[config.mk]
export PLATFORM = sky130hd
export DESIGN_NAME = ias_cell
export DESIGN_NICKNAME = d
export VERILOG_FILES = /design/src/rtl/ias_pkg.sv /design/src/rtl/ias_cell.sv
export SDC_FILE = /design/constraint.sdc
export NUM_CORES = 1
export LEC_CHECK = 0
export BUFFER_PORTS_ARGS = -buffer_cell sky130_fd_sc_hd__buf_2
export CAP_MARGIN = 20
export CORE_MARGIN = 4
export CORE_UTILIZATION = 32
export DETAILED_ROUTE_END_ITERATION = 12
export SKIP_LAST_GASP = 1
export SYNTH_ARGS = -nofsm -noshare
export SYNTH_HDL_FRONTEND = slang
export SYNTH_SLANG_ARGS = --single-unit
[constraint.sdc]
create_clock -name clk -period 9.5 [get_ports clk]
set_input_delay 0.475 -clock clk [delete_from_list [all_inputs] [get_ports clk]]
set_output_delay 0.475 -clock clk [all_outputs]
set_load 0.005 [all_outputs]
[src/rtl/ias_pkg.sv]
// ias_pkg: shared types and helpers for the interval activity selector
// holds the interval entry struct, cell control struct, fsm states and time compare
// no dependencies
`timescale 1ns / 1ps

package ias_pkg;

	localparam int TIME_W = 32;
	localparam int IDX_W = 6;

	typedef struct packed {
		logic signed [TIME_W-1:0] start_time;
		logic signed [TIME_W-1:0] end_time;
		logic [IDX_W-1:0] index;
	} entry_t;

	typedef struct packed {
		logic load;
		logic shift;
	} cell_ctrl_t;

	typedef struct packed {
		logic pop;
		logic done;
	} scan_stat_t;

	typedef enum logic {
		ST_LOAD,
		ST_DRAIN
	} state_t;

	function automatic logic time_less(logic signed [TIME_W-1:0] a,
		logic signed [TIME_W-1:0] b);
		return $signed(a) < $signed(b);
	endfunction

endpackage

[src/rtl/ias_cell.sv]
// ias_cell: one slot of the sorting chain, ordered by end time
// inserts a broadcast item or shifts toward the head while draining
// depends on ias_pkg
`timescale 1ns / 1ps

module ias_cell (
	input  logic              clk,
	input  logic              arst_n,
	input  ias_pkg::cell_ctrl_t ctrl,
	input  ias_pkg::entry_t   new_entry,
	input  logic              left_ins,
	input  logic              left_valid,
	input  ias_pkg::entry_t   left_entry,
	input  logic              right_valid,
	input  ias_pkg::entry_t   right_entry,
	output logic              ins,
	output logic              valid,
	output ias_pkg::entry_t   entry
);

	logic            valid_q;
	ias_pkg::entry_t entry_q;

	// strict compare keeps equal end times in load order
	assign ins = !valid_q || ias_pkg::time_less(new_entry.end_time, entry_q.end_time);
	assign valid = valid_q;
	assign entry = entry_q;

	always_ff @(posedge clk or negedge arst_n) begin
		if (!arst_n) begin
			valid_q <= 1'b0;
		end else if (ctrl.shift) begin
			valid_q <= right_valid;
		end else if (ctrl.load && ins) begin
			valid_q <= left_ins ? left_valid : 1'b1;
		end
	end

	always_ff @(posedge clk) begin
		if (ctrl.shift) begin
			entry_q <= right_entry;
		end else if (ctrl.load && ins) begin
			entry_q <= left_ins ? left_entry : new_entry;
		end
	end

endmodule

==> results.toml <==
[finish]
multi_input_area_sq_um = 2066
final_common_cell = "buf_2"
final_cell_mix = "buf_2, nand2_1, o21ai_0"
nets = 955
final_cell_area_sq_um = 6370
n_antenna_cell = 0
layout.cells.non_filler = 888
syn2layout_area_growth_pct = 44.71
fillCellCount = 1295
drive_gt1_frac = 0.4326
regArea_sq_um = 2127

[pwr]
leakagePower_nw = 3.232
power_density_nw_per_um2 = 165.6
power_switching_share = 0.2583
p_int_mw = 0.7822
ir_drop_mv = 0.06450
p_switching_mw = 0.2724
p_comb_frac = 0.238
pwr-share-clk = 0.357
seqPwrFrac = 0.405

[drt]
avgRoutedWirePerCell_um = 14.38
totalWireLength_mm = 12.77
firstDrtPassIters = 6
num_vias = 4131
postRouteAntennaNets = 0
route.detailed.drc = 0
routed_via_density = 4.652
drt_iter0_markers = 156

[logic_synthesis]
syn_area_per_cell_sq_um = 10.28
syn-cell-area_sq_um = 4402
synth_top_family_by_area = "multiplexers"
synth_mux_area_frac = 0.1617
yosysTopAreaCell = "edfxtp_1"
synth_xor_area_frac = 0
syn_inst = 428
syn-num-nets = 676
yosysSeqAreaShare = 0.4832
yosysTopAreaCellShare = 0.4775
ys_warn_count = 0
ys_types = 34
ys_ff_latch = 71
synth-simple-area-share = 0.09579
synth_area_leaders = "edfxtp_1, mux2i_1, ha_1"
synth-compound-area-share = 0.1225
synthAdderAreaFrac = 0.08812

[placement]
placed_area_sq_um = 5995
hpwl_mm = 10.34
place_inst = 870
port_buffers = 288
gp_congestion = 0.8602

[sta]
hold_violations = 0
final_max_slew_viol_count = 0
fmax_ghz = 0.3422
rsz0062_at_grt = "no"
relSlewSlack = 0.4130
worst_pin_slew_ns = 0.8805
tns_ns = 0
fin_crit_ns = 2.922
finalClockSkew_ns = 0.006534
fin_crit_sh = 0.3076
setup_viol = 0

[clock_tree]
clockBufferDepth = 2
cts_made_buffers = 9
cts_resized = 0
clkTransAtPathRegs_ns = 0.06
clock_latency_ns = 0.33
root_buffer = "clkbuf_16"
cts_tree = "done"
cts_sinks = 71
cts_setup_buffers = 0
htree_levels = 3

[critical_path]
crit_chain = "inv_1, ha_1, nand4_1, o311a_1, o41ai_2, a21oi_1, mux2_1, buf_2"
crit_slowest_cell = "o311a_1"
cp_max_fo = 3
crit_required_ns = 9.03
arrival_ns = 2.45
crit_type = "register to output pin"
cp-start-kind = "register"
slowest_delay_ns = 0.38
end_kind = "output pin"

[floorplan]
dieArea_sq_um = 15700
start_util = 0.3298
core_sq_um = 13350
io_pins = 289
rows = 42
die_w_um = 125.3
die_h_um = 125.3

[job]
drv_cap = 0

[worst_hold_path]
hold_path.class = "input pin to register"

[run_status]
status = "finished, final reports clean"

[global_routing]
grt-ovfl-total = 0
grt_max_degree = 97
track_usage = 0.1590
antenna_found_initial = 0
grt_pass1_vias = 4215
grt_pass1_wl_mm = 20.30
## cell type report
cell class / instances / share of cell area
multi-input combinational: 301 / 0.3243
clock buffer: 10 / 0.03595
timing repair buffer: 292 / 0.2353
sequential: 71 / 0.3339
tap: 176 / 0.03457
inverter: 32 / 0.01886
clock inverter: 6 / 0.01709
## through the flow
stage,util,power [mW],hold WS [ns],setup slack [ns]
after floorplan,-,0.5601,0.1794,2.548
after global placement,0.4491,0.6810,0.2522,6.413
after detailed placement,0.4491,0.6889,0.2521,6.356
after CTS,0.4752,1.072,0.4138,6.520
after global routing,0.4772,1.122,0.4213,6.285
final,0.4772,1.055,0.4291,6.578
## routing by layer
metal / routed length [um] / GRT usage / up-vias
met3: 1181 / 0.05245 / 13
met5: 0 / 0 / -
met4: 208 / 0.04656 / 0
li1: - / - / 2109
met2: 6354 / 0.2857 / 182
met1: 5028 / 0.1798 / 1827
## Yosys cell counts
library cell  number
a211o_1            1
a211oi_1           1
a21o_1             1
a21oi_1           13
a221o_1            1
a221oi_2           1
a31oi_1            1
and3_1             1
and3b_1            1
buf_1              5
buf_2              3
clkbuf_1          16
dfrtp_1            1
edfxtp_1          70
ha_1              31
inv_1             32
mux2_1             1
mux2i_1           70
nand2_1           80
nand2b_1           2
nand3_1            2
nand4_1            6
nor2_1             4
nor3_1             2
nor4_1             1
nor4b_1            1
o211ai_1           1
o21ai_0           73
o21ai_1            1
o22ai_1            1
o2bb2ai_1          1
o311a_1            1
o41ai_2            1
or3_1              1
## critical path, delay by kind of cell (launching register included)
family | cells | cell delay, ns
AND/OR/NAND/NOR | 1 | 0.10
flip-flops | 1 | 0.35
multiplexers | 1 | 0.32
AO/OA/AOI/OAI | 3 | 0.84
buffers and inverters | 2 | 0.20
adder cells (fa/ha/maj) | 1 | 0.30
## path summary, 6_finish.rpt
kind                        endpoint       startpoint  depth (start not counted)  slack (ns)
hold / removal             entry[46]  right_entry[46]                          3        0.43
setup reg to reg           entry[64]        entry[37]                          9        6.61
max in group asynchronous      valid           arst_n                          2        8.92
hold reg to reg                valid            valid                          4        0.84
min in group asynchronous      valid           arst_n                          2        0.49
setup / recovery                 ins        entry[13]                          8        6.58
## logic make-up after synthesis
| family | Yosys count |
|---|---|
| simple gates | 101 |
| compound gates | 98 |
| mux | 71 |
| flops | 71 |
| buf+inv | 56 |
| fa+ha+maj | 31 |
## flip-flops by register name, summed over array words and instances (netlist names)
| name | count |
|---|---|
| valid | 1 |
| entry | 70 |
## power groups by stage
stage | Combinational, mW | Clock (mW) | Sequential [mW]
floorplan | 0.115 | 0 | 0.445
global placement | 0.249 | 0 | 0.432
detailed placement | 0.256 | 0 | 0.433
CTS | 0.257 | 0.387 | 0.428
global route | 0.286 | 0.403 | 0.433
finish | 0.251 | 0.377 | 0.427
## repair_timing
item,4_1_cts,5_1_grt
hold endpoints to repair,1,0
endpoints found under the setup margin,0,0
hold buffers,1,0
(Power assumes the default switching activity.)
