File: src/rtl/ias_pkg.sv
// ias_pkg: shared types and helpers for the interval activity selector
// holds the interval entry struct, cell control struct, fsm states and time compare
// no dependencies
`timescale 1ns / 1ps

package ias_pkg;

	localparam int TIME_W = 32;
	localparam int IDX_W = 6;

	typedef struct packed {
		logic signed [TIME_W-1:0] start_time;
		logic signed [TIME_W-1:0] end_time;
		logic [IDX_W-1:0] index;
	} entry_t;

	typedef struct packed {
		logic load;
		logic shift;
	} cell_ctrl_t;

	typedef struct packed {
		logic pop;
		logic done;
	} scan_stat_t;

	typedef enum logic {
		ST_LOAD,
		ST_DRAIN
	} state_t;

	function automatic logic time_less(logic signed [TIME_W-1:0] a,
		logic signed [TIME_W-1:0] b);
		return $signed(a) < $signed(b);
	endfunction

endpackage

File: src/rtl/ias_scan.sv
// ias_scan: greedy selection at the head of the chain and the result register
// holds the newest selection back until it is known whether it is the final one
// depends on ias_pkg
`timescale 1ns / 1ps

module ias_scan (
	input  logic                   clk,
	input  logic                   arst_n,
	input  logic                   active,
	input  logic                   head_valid,
	input  ias_pkg::entry_t        head_entry,
	input  logic                   overflow_flag,
	output ias_pkg::scan_stat_t    stat,
	output logic                   out_valid,
	input  logic                   out_ready,
	output logic [ias_pkg::IDX_W-1:0]         activity_index,
	output logic signed [ias_pkg::TIME_W-1:0] sel_start,
	output logic signed [ias_pkg::TIME_W-1:0] sel_end,
	output logic                   last_result,
	output logic                   overflow
);

	logic                            first_q;
	logic signed [ias_pkg::TIME_W-1:0] last_end_q;
	logic                            pend_valid_q;
	ias_pkg::entry_t                 pend_q;
	logic                            out_valid_q;
	ias_pkg::entry_t                 out_q;
	logic                            out_last_q;
	logic                            out_ovf_q;

	logic sel;
	logic out_free;
	logic take_head;
	logic move_pend;
	logic move_last;

	assign out_free = !out_valid_q || out_ready;
	assign sel = first_q || !ias_pkg::time_less(head_entry.start_time, last_end_q);

	always_comb begin
		stat = '0;
		take_head = 1'b0;
		move_pend = 1'b0;
		move_last = 1'b0;
		if (active) begin
			if (head_valid) begin
				// a selection moves the pending one to the output register, so that register must be free
				stat.pop = !(sel && pend_valid_q && !out_free);
				take_head = stat.pop && sel;
				move_pend = take_head && pend_valid_q;
			end else if (pend_valid_q) begin
				move_last = out_free;
				stat.done = out_free;
			end else begin
				stat.done = 1'b1;
			end
		end
	end

	always_ff @(posedge clk or negedge arst_n) begin
		if (!arst_n) begin
			first_q <= 1'b1;
			pend_valid_q <= 1'b0;
			out_valid_q <= 1'b0;
		end else begin
			if (take_head) begin
				first_q <= 1'b0;
				pend_valid_q <= 1'b1;
			end else if (move_last) begin
				pend_valid_q <= 1'b0;
			end
			if (stat.done) begin
				first_q <= 1'b1;
			end
			if (move_pend || move_last) begin
				out_valid_q <= 1'b1;
			end else if (out_ready) begin
				out_valid_q <= 1'b0;
			end
		end
	end

	always_ff @(posedge clk) begin
		if (take_head) begin
			pend_q <= head_entry;
			last_end_q <= head_entry.end_time;
		end
		if (move_pend || move_last) begin
			out_q <= pend_q;
			out_last_q <= move_last;
			out_ovf_q <= overflow_flag;
		end
	end

	assign out_valid = out_valid_q;
	assign activity_index = out_q.index;
	assign sel_start = out_q.start_time;
	assign sel_end = out_q.end_time;
	assign last_result = out_last_q;
	assign overflow = out_ovf_q;

endmodule

File: config.mk
export PLATFORM = sky130hd
export DESIGN_NAME = ias_scan
export DESIGN_NICKNAME = d
export VERILOG_FILES = /design/src/rtl/ias_pkg.sv /design/src/rtl/ias_scan.sv
export SDC_FILE = /design/constraint.sdc
export NUM_CORES = 1
export LEC_CHECK = 0
export BUFFER_PORTS_ARGS = -buffer_cell sky130_fd_sc_hd__buf_2
export CAP_MARGIN = 40
export CORE_MARGIN = 4
export CORE_UTILIZATION = 45
export CTS_BUF_LIST = sky130_fd_sc_hd__clkbuf_4 sky130_fd_sc_hd__clkbuf_8
export CTS_CLUSTER_SIZE = 16
export DETAILED_ROUTE_END_ITERATION = 16
export PLACE_DENSITY = 0.71
export SLEW_MARGIN = 40
export SYNTH_ARGS = -nofsm -noshare
export SYNTH_HDL_FRONTEND = slang
export SYNTH_SLANG_ARGS = --single-unit
File: constraint.sdc
create_clock -name clk -period 7.76 [get_ports clk]
set_input_delay 1.164 -clock clk [delete_from_list [all_inputs] [get_ports clk]]
set_output_delay 1.164 -clock clk [all_outputs]
set_load 0.02 [all_outputs]
==> flow_summary.toml <==
[outcome]
status = "finished, final reports clean"

[synth]
avgSynthCellArea_um2 = 19.3
synth_cells = 274
synth_edf_count = 142
synth_top_area_frac = 0.805
synth-seq-cells = 145
synthArstFlopShare = 0.0207
synth_nets = 381
synth-main-ff-cell = "edfxtp_1"
ys_seq_area_frac = 0.820
synthTopCellsByArea = "edfxtp_1 (81%), ha_1 (7.3%), inv_1 (2.3%), a21oi_1 (1.4%), dfrtp_1 (0.95%)"
synth_cell_type_count = 33
synthesis.area_um2 = 5290
synth_top_area_cell = "edfxtp_1"
yosysWarnings = 0

[worst_setup_path]
critPathArrivalTime_ns = 3.26
max_stage_delay_ns = 0.58
required_ns = 6.60
critPathKind = "primary input to output pin"
cp_max_fo = 3
start_kind = "primary input"
path_cells = "buf_2, ha_1, a21oi_1, o21ai_1, a221oi_1, a21oi_4, nor4_4, o211a_1, buf_2"
cp_num_buf_inv = 2
cp-end-kind = "output pin"
cpMostUsedCell = "buf_2"
crit_family = "compound AO/OA/AOI/OAI gates"
cp_slowest_cell = "a221oi_1"

[final_layout]
fin_nets = 554
num-fill-cells = 879
final_cell_mix = "buf_2 (150), edfxtp_1 (142), inv_1 (33)"
synthToLayoutAreaGrowth_pct = 28.6
diodes = 0
fin_cells = 603
drive_above_1_share = 0.426
layout_commonest_cell = "buf_2"
final_util = 0.594

[clock_network]
clk_latency_ns = 0.44
clockBufferDepth = 2
path_clk_slew_ns = 0.07
cts_hold_buf = 0
cts_buffers = 17
cts_setup_buffers = 0
cts_tree = "done"
cts-resized-gates = 0
cts.sinks = 145
htreeDepth = 4
cts_root_buf = "clkbuf_8"

[route]
wirelength_mm = 9.73
num_vias = 2899
wl_per_cell_um = 16.1
dr.first_iter.drc_count = 166
ant_nets = 0
drc = 0
routed_via_density = 4.81
first_pass_iters = 4

[sta]
fin_setup_tns_ns = 0
hold_viol = 0
slew_violations = 0
rsz0062_at_grt = "false"
min_period_ns = 4.42
fin_crit_sh = 0.570
clock_skew_ns = 0.0121
max_freq_mhz = 226
relSlewSlack = 0.597
finalSetupViolCount = 0
hold_slack_ns = 0.420
worst_pin_slew_ns = 0.604

[grt]
grt_pass1_wl_mm = 14.3
grt_overflow = 0
grt_max_degree = 43
grt_pass1_vias = 2919
grtUsageTotal = 0.146
antenna_found_initial = 0

[floorplanning]
start_util = 0.462
rows = 39
core_area_um2 = 11500
fp.dieH_um = 116
num_io_pins = 151
die_area_um2 = 13600
dieWidth_um = 116

[placed_design]
dp_hpwl_mm = 7.19
port_buffers = 150
post-place-cells = 571
place_congestion = 0.735

[power_and_ir_drop]
power_leakage_nw = 2.79
power_density_nw_per_um2 = 272
ir_drop_mv = 0.142
finalPower_w = 0.00185

[flow_run]
drv_cap = 0

[hold_path]
holdCritPathClass = "flop to flop"
-- through the flow --
step           setup slack, ns  instance area [um^2]
2_1_floorplan             1.85                  5290
3_3_place_gp              3.32                  6260
3_5_place_dp              3.28                  6270
4_1_cts                   3.27                  6810
5_1_grt                   3.14                  6810
6_report                  3.34                  6810
-- registers in the layout (all words and copies together) (netlist names) --
register / cells
activity_index: 6
overflow: 1
last_result: 1
sel_end: 32
out_valid: 1
pend_valid_q: 1
sel_start: 32
first_q: 1
pend_q: 70
-- kinds of logic (layout without fill, tap and decap cells) --
group | Yosys count | count (layout) | synth area share
and+or+nand+nor | 33 | 33 | 0.0428
AOI/OAI and AO/OA | 32 | 32 | 0.0407
adders and majority gates | 31 | 31 | 0.0733
DFF | 145 | 145 | 0.820
buffers and inverters | 33 | 219 | 0.0234
-- report_power, final --
| group | switching, W | total, W | internal (W) |
|---|---|---|---|
| Combinational | 0.0000961 | 0.000148 | 0.0000523 |
| Sequential | 0.0000129 | 0.000927 | 0.000914 |
| Clock | 0.000262 | 0.000778 | 0.000516 |
-- synth_stat cells, drive strengths merged (2+ instances only) --
cell	n
and4	2
nand3	3
edfxtp	142
nor2	4
a21oi	16
nand2	9
o21ai	5
inv	33
nor4	2
dfrtp	2
o21a	2
a221oi	2
nand4	5
nand2b	3
ha	31
-- final timing paths --
kind	from	end	slack, ns	cells after the start
worst min register to register	pend_q[47]	sel_start[9]	0.42	0
worst max-delay path	head_entry[49]	stat[1]	3.34	9
max in group asynchronous	arst_n	first_q	7.06	1
worst min-delay path	pend_q[47]	sel_start[9]	0.42	0
worst max register to register	pend_q[33]	sel_end[21]	4.65	8
min in group asynchronous	arst_n	pend_valid_q	0.51	1
-- per-layer routing --
metal  up-vias  wire (um)  track usage
li1       1395          -            -
met1      1385       3850        0.168
met2       105       4990        0.244
met3        14        746       0.0617
met4         0        141       0.0541
met5         -          0            0
-- area by class of cell --
type,count,area (um^2),share of cell area
Inverter,33,124,0.0182
Sequential cell,145,4340,0.637
Tap cell,143,179,0.0263
Timing Repair Buffer,154,788,0.116
Clock inverter,13,287,0.0421
Multi-Input combinational cell,96,843,0.124
Clock buffer,19,249,0.0366
Power figures use the tool's default switching activity.
